===== src/ips_pkg.sv =====
package ips_pkg;

	// pixel and field widths
	localparam int PIX_W      = 24;
	localparam int CHAN_W     = 8;
	localparam int PAD_W      = 2;
	localparam int CFG_IDX_W  = 2;
	localparam int CFG_DATA_W = 11;
	localparam int FACTOR_W   = 5;
	localparam int WIDTH_W    = 11;

	// input opcodes
	localparam logic OP_PIXEL  = 1'b0;
	localparam logic OP_REPLAY = 1'b1;

	// scale modes
	localparam logic MODE_REPLICATE = 1'b0;
	localparam logic MODE_DECIMATE  = 1'b1;

	// configuration register indexes
	localparam logic [CFG_IDX_W-1:0] CFG_MODE   = 2'd0;
	localparam logic [CFG_IDX_W-1:0] CFG_FACTOR = 2'd1;
	localparam logic [CFG_IDX_W-1:0] CFG_WIDTH  = 2'd2;

	// status of the config divider
	typedef struct packed {
		logic       busy;
		logic       done;
		logic [1:0] quo_lsb;
	} ips_div_stat_t;

endpackage


===== src/ips_div.sv =====
module ips_div #(
	parameter int DW  = 12,
	parameter int FCW = 5,
	parameter int FW  = 4
) (
	input  logic                    clk,
	input  logic                    arst_n,
	input  logic                    start,
	input  logic [DW-1:0]           dividend_a,
	input  logic [DW-1:0]           dividend_b,
	input  logic [FCW-1:0]          divisor,
	output ips_pkg::ips_div_stat_t  stat,
	output logic [FW-1:0]           rem_b
);

	localparam int SW = $clog2(DW + 1);

	logic          busy_q;
	logic          done_q;
	logic [SW-1:0] cnt_q;
	logic [DW-1:0] a_q;
	logic [DW-1:0] b_q;
	logic [FCW-1:0] d_q;
	logic [FCW-1:0] ra_q;
	logic [FCW-1:0] rb_q;
	logic [1:0]    q_q;

	logic [FCW:0]   ta;
	logic [FCW:0]   tb;
	logic           ge_a;
	logic           ge_b;
	logic [FCW-1:0] ra_nx;
	logic [FCW-1:0] rb_nx;

	// one restoring step on both dividends
	always_comb begin
		ta    = {ra_q, a_q[DW-1]};
		tb    = {rb_q, b_q[DW-1]};
		ge_a  = ta >= {1'b0, d_q};
		ge_b  = tb >= {1'b0, d_q};
		ra_nx = ge_a ? FCW'(ta - {1'b0, d_q}) : FCW'(ta);
		rb_nx = ge_b ? FCW'(tb - {1'b0, d_q}) : FCW'(tb);
	end

	// step control
	always_ff @(posedge clk or negedge arst_n) begin
		if (!arst_n) begin
			busy_q <= 1'b0;
			done_q <= 1'b0;
			cnt_q  <= '0;
		end else if (start) begin
			busy_q <= 1'b1;
			done_q <= 1'b0;
			cnt_q  <= SW'(DW);
		end else if (busy_q) begin
			cnt_q <= cnt_q - SW'(1);
			if (cnt_q == SW'(1)) begin
				busy_q <= 1'b0;
				done_q <= 1'b1;
			end
		end else begin
			done_q <= 1'b0;
		end
	end

	// operand and partial remainder registers
	always_ff @(posedge clk) begin
		if (start) begin
			a_q  <= dividend_a;
			b_q  <= dividend_b;
			d_q  <= divisor;
			ra_q <= '0;
			rb_q <= '0;
			q_q  <= '0;
		end else if (busy_q) begin
			a_q  <= {a_q[DW-2:0], 1'b0};
			b_q  <= {b_q[DW-2:0], 1'b0};
			ra_q <= ra_nx;
			rb_q <= rb_nx;
			q_q  <= {q_q[0], ge_a};
		end
	end

	assign stat.busy    = busy_q;
	assign stat.done    = done_q;
	assign stat.quo_lsb = q_q;
	assign rem_b        = FW'(rb_q);

endmodule


===== config.mk =====
export PLATFORM = sky130hd
export DESIGN_NAME = ips_div
export DESIGN_NICKNAME = d
export VERILOG_FILES = /design/src/ips_pkg.sv /design/src/ips_div.sv
export SDC_FILE = /design/constraint.sdc
export NUM_CORES = 1
export LEC_CHECK = 0
export BUFFER_PORTS_ARGS = -buffer_cell sky130_fd_sc_hd__buf_2
export CORE_UTILIZATION = 56
export CTS_BUF_LIST = sky130_fd_sc_hd__clkbuf_16
export DETAILED_ROUTE_END_ITERATION = 10
export MAX_ROUTING_LAYER = met4
export PLACE_DENSITY = 0.79
export SYNTH_ARGS = -nofsm -noshare
export SYNTH_HDL_FRONTEND = slang
export SYNTH_SLANG_ARGS = --single-unit

===== constraint.sdc =====
create_clock -name clk -period 2.8 [get_ports clk]
set_input_delay 0.28 -clock clk [delete_from_list [all_inputs] [get_ports clk]]
set_output_delay 0.28 -clock clk [all_outputs]
set_load 0.1 [all_outputs]

* After elaboration in Yosys (flattened, before gate mapping) *
Index checks and enable logic that the tools add are counted.

storage, ports and cells
  register bits after elaboration = 47
  bits in latches = 0
  memory bits (writable) = 0
  memory bits (read-only) = 0
  bits of input ports = 32
  output and inout port bits = 8
  logic and storage cells = 31
  memories kept = 0

cells by class
  $add $sub $neg = 3
  $mul = 0
  div/mod/pow operators = 0
  order comparisons = 2
  equality and inequality tests = 2
  shift-type cells = 0
  mux-type cells = 14
  bitwise logic cells = 0
  reductions and logical operators = 1

operators with widths
  kind                 number
  $mux 12              4
  $ge 6x5->1           2
  $mux 5               2
  $sub 5x5->5          2
  $mux 4               2
  $mux 1               6
  $eq 4x1->1 const B   1
  $sub 4x1->4 const B  1
  $ne 3x2->1 const B   1
  $reduce_bool 2->1    1

* Depth between registers and ports, before layout *
Gate-level depths: netlist of run 1.

  word-level depth = 4
  gate-level depth with buffers = 8

* Worst setup path before layout of run 1 *
No wires, ideal clock.

  kind = register to register
  from = reg b_q[11]
  to = reg rb_q[3]
  arrival time = 1.830 ns
  setup slack = 0.848 ns
  cell stages (with the launch flop) = 9
  path buffers = 0
  period minus slack after synthesis = 1.952 ns
  cells stage by stage = edfxtp_1 inv_1 ha_1 inv_1 fa_1 a211o_1 o211ai_2 a2111oi_1 a311o_1

on the way
  longest elaborated chain between the ends = 2
  elaborated cells between the ends (all ways) = 3
  classes of those cells = 1 x add/sub; 1 x order compare; 1 x mux

ends and longest elaborated chain
  element                                           line                          text
  from (decl)                                       ips_div.sv:22                 logic [DW-1:0] b_q;
  from (signal assigned)                            ips_div.sv:70                 b_q <= dividend_b;
  from (signal assigned)                            ips_div.sv:77                 b_q <= {b_q[DW-2:0], 1'b0};
  $sub 5x5->5 / $ge 6x5->1 (equally long branches)  ips_div.sv:42, ips_div.sv:40
  $mux 5 (*)                                        ips_div.sv:42                 rb_nx = ge_b ? FCW'(tb - {1'b0, d_q}) : FCW'(tb);
  to (signal assigned)                              ips_div.sv:79                 rb_q <= rb_nx;
  to (decl)                                         ips_div.sv:25                 logic [FCW-1:0] rb_q;

Mark *: on every way between the ends. The rest lies on a longest branch, timed or not.
A chain may end at the register's enable or synchronous reset.

* Final worst setup path of run 1 *
Same ends and word-level chain as after synthesis.

==> results of run 1 <==
flip-flops by register name, indices dropped and copies added (netlist names):
register and cells:
b_q 12, cnt_q 4, ra_q 5, busy_q 1, d_q 5, a_q 12, done_q 1, rb_q 5
q_q 2
power by group through the flow:
stage	Combinational, mW	Clock [mW]	Sequential [mW]
2_1_floorplan	0.793	0	1.01
3_3_place_gp	0.955	0	0.969
3_5_place_dp	0.980	0	0.974
4_1_cts	0.989	0.679	0.962
5_1_grt	1.09	0.702	0.983
6_report	0.997	0.671	0.962
area by class of cell:
| type | instances | area [µm²] |
|---|---|---|
| fillers | 311 | 1290 |
| inverters | 17 | 63.8 |
| well taps | 50 | 62.6 |
| flip-flops and latches | 47 | 1260 |
| clock inverters | 3 | 43.8 |
| multi-input cells | 123 | 1020 |
| repair buffers | 42 | 220 |
| clock buffers | 5 | 125 |
cells in the final DEF (no fill, tap or decap), types with 4 or more instances in the layout:
cell type	instances
clkbuf_16	5
nand4_1	4
dfxtp_1	12
mux2_2	22
ha_1	12
and2_1	5
edfxtp_1	29
nor2_1	11
buf_2	39
a21oi_1	6
nand2_1	8
o21ai_0	4
inv_1	16
dfrtp_1	6
stage by stage:
| step | instances | setup slack, ps | power (mW) | area, µm² |
|---|---|---|---|---|
| after floorplan | 201 | 848 | 1.80 | 2440 |
| after global placement | 278 | 773 | 1.92 | 2620 |
| after detailed placement | 278 | 695 | 1.95 | 2620 |
| after CTS | 287 | 641 | 2.63 | 2800 |
| after global routing | 287 | 544 | 2.77 | 2800 |
| final | 287 | 616 | 2.63 | 2800 |
repair_timing:
item,CTS,global route
hold endpoints to repair,6,0
endpoints found under the setup margin,0,0
hold buffers,1,0
routing by layer:
| layer | vias to the layer above | wire [µm] | part of all wire |
|---|---|---|---|
| met4 | 0 | 48 | 0.011 |
| met3 | 6 | 172 | 0.038 |
| li1 | 807 | - | - |
| met5 | - | 0 | 0 |
| met1 | 798 | 2040 | 0.45 |
| met2 | 43 | 2280 | 0.50 |
cells by family (layout without fill, tap and decap cells):
kind of cell | Yosys count | after routing
adder cells (fa/ha/maj) | 14 | 14
AND/OR/NAND/NOR | 49 | 49
flip-flops | 47 | 47
multiplexers | 23 | 23
XOR/XNOR | 4 | 4
buffers and inverters | 31 | 67
AO/OA/AOI/OAI | 33 | 33
worst max-delay path: stages (launching register included):
cell	delay, ps
edfxtp_1	410
inv_1	80
ha_1	180
inv_1	60
fa_1	430
a211o_1	290
o211ai_2	150
a2111oi_1	140
a311o_1	330
final timing paths:
check                           startpoint        to  depth (start not counted)  slack (ps)
max in group asynchronous           arst_n    done_q                          2        2310
worst min register to register      q_q[1]    q_q[1]                          2         500
min in group asynchronous           arst_n  cnt_q[3]                          2         340
worst max-delay path               b_q[11]   rb_q[3]                          8         620
worst max register to register     b_q[11]   rb_q[3]                          8         620
worst min-delay path            divisor[2]    d_q[2]                          1         170
==> flow_summary_export.csv, run 1 <==
group,metric,value,unit
outcome,status,"complete, no violations",
floorplan,die-height,68.0,µm
cells_and_area,utilization,0.685,
yosys,seq_area_frac_synth,0.517,
yosys,ys_seq_elements,47,
global_routing,met3_usage,0.0467,
cells_and_area,nNetsFinal,282,
sta,timing.fmax,458,MHz
yosys,netlist_instances,201,
cts,clock_sinks,47,
global_routing,antenna_found_initial,0,
pwr,pwr_density_cell,939,mW/mm²
floorplan,ios,40,
yosys,yosysUniqueCellTypes,53,
setup_path,critPathMaxFanout,7,
place,globalplace.congestion,0.879,
yosys,yosys.area_share.adder,0.0780,
global_routing,use_met2,0.377,
sta,finalCritPeriodShare,0.780,
cts,clk_latency,280,ps
yosys,netlist_area,0.00244,mm²
yosys,synthArstFlopShare,0.128,
global_routing,grt_usage,0.226,
setup_path,start_kind,"register",
pwr,sw_frac_of_total,0.372,
yosys,yosysMostFrequentCell,"edfxtp_1",
yosys,avgSynthCellArea,12.1,µm²
global_routing,grt_pass1_wl,7450,µm
pwr,clock_power_share,0.255,
setup_path,path_class,"register to register",
floorplan,die_area,0.00462,mm²
routing,remaining_drc_errors,0,
cts,post_cts_buffers,0,
routing,drt_wl_total,4550,µm
setup_path,cp.arrival,2350,ps
sta,slew_violations,0,
cts,clockBufferDepth,2,
yosys,yosys.area.top_type,"edfxtp_1",
yosys,synth.area.mux_share,0.106,
cts,clock-root-buffer,"clkbuf_16",
yosys,synth_common_cells,"edfxtp_1, mux2_2, inv_1",
cells_and_area,area_delta_synth_final,14.9,%
global_routing,use_met1,0.264,
yosys,yosysWarnings,0,
routing,vias_per_cell,5.76,
setup_path,crit_required,2970,ps
sta,rsz0062_at_grt,"false",
sta,worst_pin_slew,563,ps
place,io_buffers,39,
pwr,ir_drop,0.417,mV
yosys,synth-xor-area-share,0.0144,
setup_path,endpoint_kind,"register",
sta,hold_ws,170,ps
pwr,combPwrFrac,0.379,
global_routing,grt_max_degree,25,
routing,via_count,1654,
sta,finClkSkew,7.51,ps
cells_and_area,antenna_cells,0,
routing,avgRoutedWirePerCell,15.8,µm
yosys,synth_top_family_by_area,"compound AO/OA/AOI/OAI gates",
sta,min_period,2180,ps
sta,setup_viol,0,
routing,ant_nets,0,
cts,cts_buffers,5,
yosys,syn_nets,247,
global_routing,grt_pass1_vias,1685,
cts,htreeDepth,2,
job,maxCapViolCount,0,
sta,hold_viol,0,
routing,drtIter0Drc,97,
cts,clk_pin_slew,60,ps
floorplan,die_w,68.0,µm
yosys,synth-edff-count,29,
sta,worst_slew_margin_rel,0.625,
cts,cts-resized-gates,0,
global_routing,overflow,0,
pwr,p_int,1.65,mW
place,dp_hpwl,3240,µm
yosys,synth_top_area_share,0.357,
yosys,ys.flop_type,"edfxtp_1",
worst_hold_path,worstHoldPathType,"input pin to register",
pwr,leakagePower,1.20,nW
pwr,p_switching,0.979,mW
yosys,synth_area_leaders,"edfxtp_1, mux2_2, dfxtp_1",
floorplan,fp-row-count,23,
sta,tns,0,ps
yosys,synth_simple_gate_area_share,0.109,
cells_and_area,drive_gt1_frac,0.329,
cts,cts_tree,"built",
routing,firstDrtPassIters,4,
pwr,seq_power_share,0.366,
global_routing,busiest_layer,"met2",
yosys,synth-compound-area-share,0.113,
floorplan,initial_core_util,0.596,
floorplan,core-area,0.00409,mm²
(Power assumes the default switching activity.)
==> inputs of run 2 (changes only) <==
--- a/config.mk
+++ b/config.mk
@@ -6,11 +6,11 @@
 export NUM_CORES = 1
 export LEC_CHECK = 0
 export BUFFER_PORTS_ARGS = -buffer_cell sky130_fd_sc_hd__buf_2
-export CORE_UTILIZATION = 56
+export CORE_UTILIZATION = 50
 export CTS_BUF_LIST = sky130_fd_sc_hd__clkbuf_16
 export DETAILED_ROUTE_END_ITERATION = 10
 export MAX_ROUTING_LAYER = met4
-export PLACE_DENSITY = 0.79
+export PLACE_DENSITY = 0.75
 export SYNTH_ARGS = -nofsm -noshare
 export SYNTH_HDL_FRONTEND = slang
 export SYNTH_SLANG_ARGS = --single-unit
==> constraint.sdc (replaced) <==
create_clock -name clk -period 1.8 [get_ports clk]
set_input_delay 0.18 -clock clk [delete_from_list [all_inputs] [get_ports clk]]
set_output_delay 0.18 -clock clk [all_outputs]
set_load 0.1 [all_outputs]
==> flow_summary_export.csv, run 2 (synthesized netlist as in run 1, its figures left out) <==
group,metric,value,unit
outcome,status,"finished, violations left",
outcome,violations,"negative setup slack",
cells_and_area,reg_top3,"a_q: 12 flops, b_q: 12 flops",
setup_path,cp.arrival,2080,ps
routing,route.layer.met1.wl,2070,µm
floorplan,die-height,71.8,µm
sta,worst_pin_slew,492,ps
floorplan,fp-row-count,25,
sta,hold_ws,70.8,ps
cts,clk_latency,280,ps
cts,clk_pin_slew,70,ps
sta,slew_violations,0,
routing,via_count,1700,
worst_hold_path,worstHoldPathType,"input pin to register",
cts,htreeDepth,2,
routing,avgRoutedWirePerCell,14.9,µm
cells_and_area,antenna_cells,0,
routing,top_layer_used,"met4",
place,placed_cell_area,0.00277,mm²
setup_path,crit_required,1970,ps
sta,setup_viol,7,
sta,hold_viol,0,
pwr,ir_drop,0.717,mV
setup_path,endpoint_kind,"register",
cells_and_area,final_area,0.00298,mm²
cells_and_area,instances_no_fill,310,
cells_and_area,area_delta_synth_final,22.4,%
routing,drtIter0Drc,100,
sta,tns,-349,ps
sta,worst_slew_margin_rel,0.674,
sta,fin_ws,-105,ps
floorplan,die_w,71.8,µm
place,dpl.cell_count,298,
place,globalplace.congestion,0.929,
setup_path,start_kind,"register",
routing,remaining_drc_errors,0,
setup_path,rr_worst_depth,8,
floorplan,initial_core_util,0.519,
worst_hold_path,hold_path_depth,1,
global_routing,grt_max_degree,24,
global_routing,grt_usage,0.198,
sta,finalCritPeriodShare,1.06,
setup_path,path_class,"register to register",
place,dp_hpwl,3490,µm
cells_and_area,final_common_cell,"buf_2",
pwr,pwr_density_cell,1410,mW/mm²
setup_path,critPathMaxFanout,3,
cells_and_area,nNetsFinal,301,
place,io_buffers,39,
cts,clock-root-buffer,"clkbuf_16",
routing,ant_nets,0,
cells_and_area,final_cell_mix,"buf_2, edfxtp_1, mux2_2",
routing,wl_met2,2280,µm
sta,min_period,1900,ps
cts,cts_tree,"built",
sta,timing.fmax,525,MHz
cells_and_area,drive_gt1_frac,0.418,
global_routing,grt_pass1_wl,7570,µm
floorplan,ios,40,
sta,rsz0062_at_grt,"true",
cts,clockBufferDepth,2,
cts,clock_sinks,47,
floorplan,core-area,0.00469,mm²
global_routing,overflow,0,
sta,finClkSkew,5.08,ps
routing,drt_wl_total,4610,µm
global_routing,antenna_found_initial,0,
floorplan,die_area,0.00516,mm²
routing,firstDrtPassIters,4,
cells_and_area,utilization,0.636,
cts,cts_buffers,5,
pwr,leakagePower,1.29,nW
routing,vias_per_cell,5.48,
global_routing,grt_pass1_vias,1657,
job,maxCapViolCount,0,
routing,route.met3.wl,208,µm
run 2: changes by cell type in the layout (fill, tap and decap cells not counted), moves of 2 or more:
cell   previous run  this run
ha_2              0         2
fa_1              2         0
buf_4             2        20
ha_1             12        10
inv_6             0         2
fa_2              0         2
run 2: per-stage QoR:
| step | setup WS, ps | total power, mW |
|---|---|---|
| 5_1_grt | -189 | 4.43 |
| 6_report | -105 | 4.20 |
| 4_1_cts | -96.0 | 4.16 |
| 3_3_place_gp | -39.7 | 3.16 |
| 2_1_floorplan | -90.5 | 2.82 |
| 3_5_place_dp | -90.6 | 3.20 |
run 2: path summary, 6_finish.rpt:
path / slack [ps] / startpoint / endpoint
min in group asynchronous: 250 / arst_n / cnt_q[2]
setup reg to reg: -100 / b_q[11] / rb_q[3]
hold / removal: 70 / divisor[0] / d_q[0]
hold reg to reg: 490 / q_q[1] / q_q[1]
setup / recovery: -100 / b_q[11] / rb_q[3]
max in group asynchronous: 1410 / arst_n / cnt_q[0]
run 2: routing by layer:
| layer | vias up | global-route usage |
|---|---|---|
| li1 | 845 | - |
| met1 | 804 | 0.262 |
| met2 | 44 | 0.311 |
| met3 | 7 | 0.0422 |
| met4 | 0 | 0.0523 |
| met5 | - | - |
run 2: repair_timing:
action / CTS / global route
endpoints found under the setup margin: 9 / 11
hold buffers: 1 / 0
setup buffers: 1 / 2
endpoints found under the hold margin: 6 / 0
gates resized for setup: 2 / 5
pin swaps: 4 / 2
run 2: final cells by class:
class | instances | area [µm²]
flip-flops and latches | 47 | 1260
fillers | 360 | 1710
multi-input cells | 123 | 1070
clock buffers | 5 | 125
well taps | 54 | 67.6
clock inverters | 3 | 22.5
inverters | 17 | 63.8
repair buffers | 61 | 375
run 2: power by group:
group          internal (mW)  leakage [nW]  switching [mW]
sequential              1.35         0.474           0.141
clock                  0.522        0.0746           0.399
combinational          0.742         0.740            1.05
total                   2.61          1.29            1.59
run 2: critical path, stage by stage (launching register included):
cell	delay, ps
edfxtp_1	380
inv_1	70
ha_1	160
inv_1	60
fa_2	340
a211o_1	280
o211ai_2	90
a2111oi_2	100
a311o_1	320
==> inputs of run 3 (changes only) <==
--- a/config.mk
+++ b/config.mk
@@ -10,7 +10,7 @@
 export CTS_BUF_LIST = sky130_fd_sc_hd__clkbuf_16
 export DETAILED_ROUTE_END_ITERATION = 10
 export MAX_ROUTING_LAYER = met4
-export PLACE_DENSITY = 0.75
+export PLACE_DENSITY = 0.76
 export SYNTH_ARGS = -nofsm -noshare
 export SYNTH_HDL_FRONTEND = slang
 export SYNTH_SLANG_ARGS = --single-unit
==> flow_summary_export.csv, run 3 (synthesized netlist as in run 1, its figures left out) <==
group,metric,value,unit
global_routing,grt_max_degree,25,
cts,clock-root-buffer,"clkbuf_16",
pwr,combPwrFrac,0.424,
place,globalplace.congestion,0.814,
floorplan,initial_core_util,0.519,
setup_path,rr_worst_depth,8,
outcome,status,"finished, violations left",
routing,drt_wl_total,4810,µm
global_routing,grt_pass1_vias,1717,
setup_path,cp.arrival,2130,ps
setup_path,crit_required,1980,ps
outcome,violations,"negative setup slack",
cts,htreeDepth,2,
setup_path,reg2reg_to,"ra_q[2]",
setup_path,critPathMaxFanout,6,
routing,via_count,1719,
sta,slew_violations,0,
pwr,ir_drop,0.765,mV
pwr,pwr_density_cell,1470,mW/mm²
floorplan,fp-row-count,25,
cells_and_area,reg_top3,"a_q: 12 flops, b_q: 12 flops",
cts,clock_sinks,47,
routing,drtIter0Drc,73,
setup_path,crit_end,"ra_q[2]",
floorplan,die_area,0.00516,mm²
cts,clockBufferDepth,2,
sta,min_period,1950,ps
sta,worst_slew_margin_rel,0.669,
sta,worst_pin_slew,494,ps
setup_path,endpoint_kind,"register",
routing,remaining_drc_errors,0,
cells_and_area,final_cell_mix,"buf_2, edfxtp_1, buf_4",
cells_and_area,area_delta_synth_final,24.4,%
setup_path,path_cells,"inv_1 -> ha_2 -> inv_2 -> fa_2 -> nand3_4 -> a31oi_4 -> or3_1 -> a32o_1",
setup_path,start_kind,"register",
cells_and_area,register_area,0.00126,mm²
cts,cts_buffers,5,
setup_path,slowest_stage,"edfxtp_1",
place,dp_hpwl,3530,µm
sta,finClkSkew,2.08,ps
global_routing,antenna_found_initial,0,
pwr,leakagePower,1.30,nW
floorplan,die-height,71.8,µm
routing,ant_nets,0,
pwr,p_switching,1.63,mW
cells_and_area,utilization,0.646,
pwr,clock_power_share,0.241,
pwr,p_int,2.82,mW
global_routing,grt_pass1_wl,8070,µm
routing,avgRoutedWirePerCell,15.4,µm
worst_hold_path,worstHoldPathType,"input pin to register",
sta,timing.fmax,513,MHz
cts,cts_tree,"built",
pwr,seq_power_share,0.336,
cells_and_area,nNetsFinal,304,
routing,vias_per_cell,5.49,
cells_and_area,antenna_cells,0,
setup_path,startpoint,"a_q[11]",
floorplan,die_w,71.8,µm
cells_and_area,multiInputGateArea,0.00108,mm²
place,io_buffers,39,
global_routing,overflow,0,
setup_path,rrSetupSlack,-150,ps
floorplan,ios,40,
sta,hold_ws,67.7,ps
sta,fin_ws,-151,ps
cells_and_area,n_fill_cell,369,
job,maxCapViolCount,0,
sta,finalCritPeriodShare,1.08,
global_routing,grt_usage,0.214,
cells_and_area,drive_gt1_frac,0.429,
routing,firstDrtPassIters,4,
setup_path,path_class,"register to register",
pwr,sw_frac_of_total,0.366,
sta,setup_viol,10,
sta,rsz0062_at_grt,"true",
cts,clk_pin_slew,70,ps
floorplan,core-area,0.00469,mm²
cells_and_area,final_common_cell,"buf_2",
setup_path,r2r_start,"a_q[11]",
cts,clk_latency,280,ps
sta,hold_viol,0,
setup_path,cpPeakStageDelay,400,ps
run 3: power groups by stage:
stage	clock (mW)	combinational [mW]	sequential, mW
after floorplan	0	1.25	1.57
after global placement	0	1.71	1.50
after detailed placement	0	1.75	1.51
after CTS	1.09	1.84	1.49
after global routing	1.13	2.04	1.52
final	1.07	1.89	1.49
run 3: critical path, delay by kind of cell, from the launching register on:
kind	cells	cell delay, ps
adders and majority gates	2	560
AOI/OAI and AO/OA	2	350
and+or+nand+nor	2	430
buffers and inverters	2	120
DFF	1	400
run 3: through the flow:
stage                     cells  power, mW  area (µm²)  setup TNS [ps]  setup WS [ps]
after floorplan             201       2.82        2450            -112          -90.5
after global placement      302       3.21        2790            -104          -73.3
after detailed placement    302       3.27        2790            -578           -142
after CTS                   312       4.42        3010            -703           -154
after global routing        313       4.69        3030           -1790           -241
final                       313       4.45        3030            -783           -151
run 3: routing by layer:
layer | vias to the layer above | global-route usage | part of all wire
li1 | 853 | - | -
met1 | 817 | 0.271 | 0.46
met2 | 43 | 0.354 | 0.50
met3 | 6 | 0.0352 | 0.032
met4 | 0 | 0.0654 | 0.0098
met5 | - | - | 0
run 3: what timing repair did:
item,4_1_cts,5_1_grt
endpoints found under the setup margin,9,11
resized for setup,6,5
hold buffers,1,0
pin swaps,8,7
hold endpoints to repair,6,0
setup buffers,1,1
run 3: layout make-up:
cell class / instances / share of cell area
Clock inverter: 3 / 0.0153
Sequential cell: 47 / 0.416
Tap cell: 54 / 0.0223
Multi-Input combinational cell: 123 / 0.356
Timing Repair Buffer: 64 / 0.128
Clock buffer: 5 / 0.0413
Inverter: 17 / 0.0210
run 3: how the worst min path moves through the flow:
stage,from,endpoint,cells past startpoint
final,divisor[4],d_q[4],1
after global routing,divisor[0],d_q[0],1
after CTS,divisor[4],d_q[4],1
after detailed placement,arst_n,done_q,1
after global placement,arst_n,busy_q,1
after floorplan,arst_n,busy_q,0
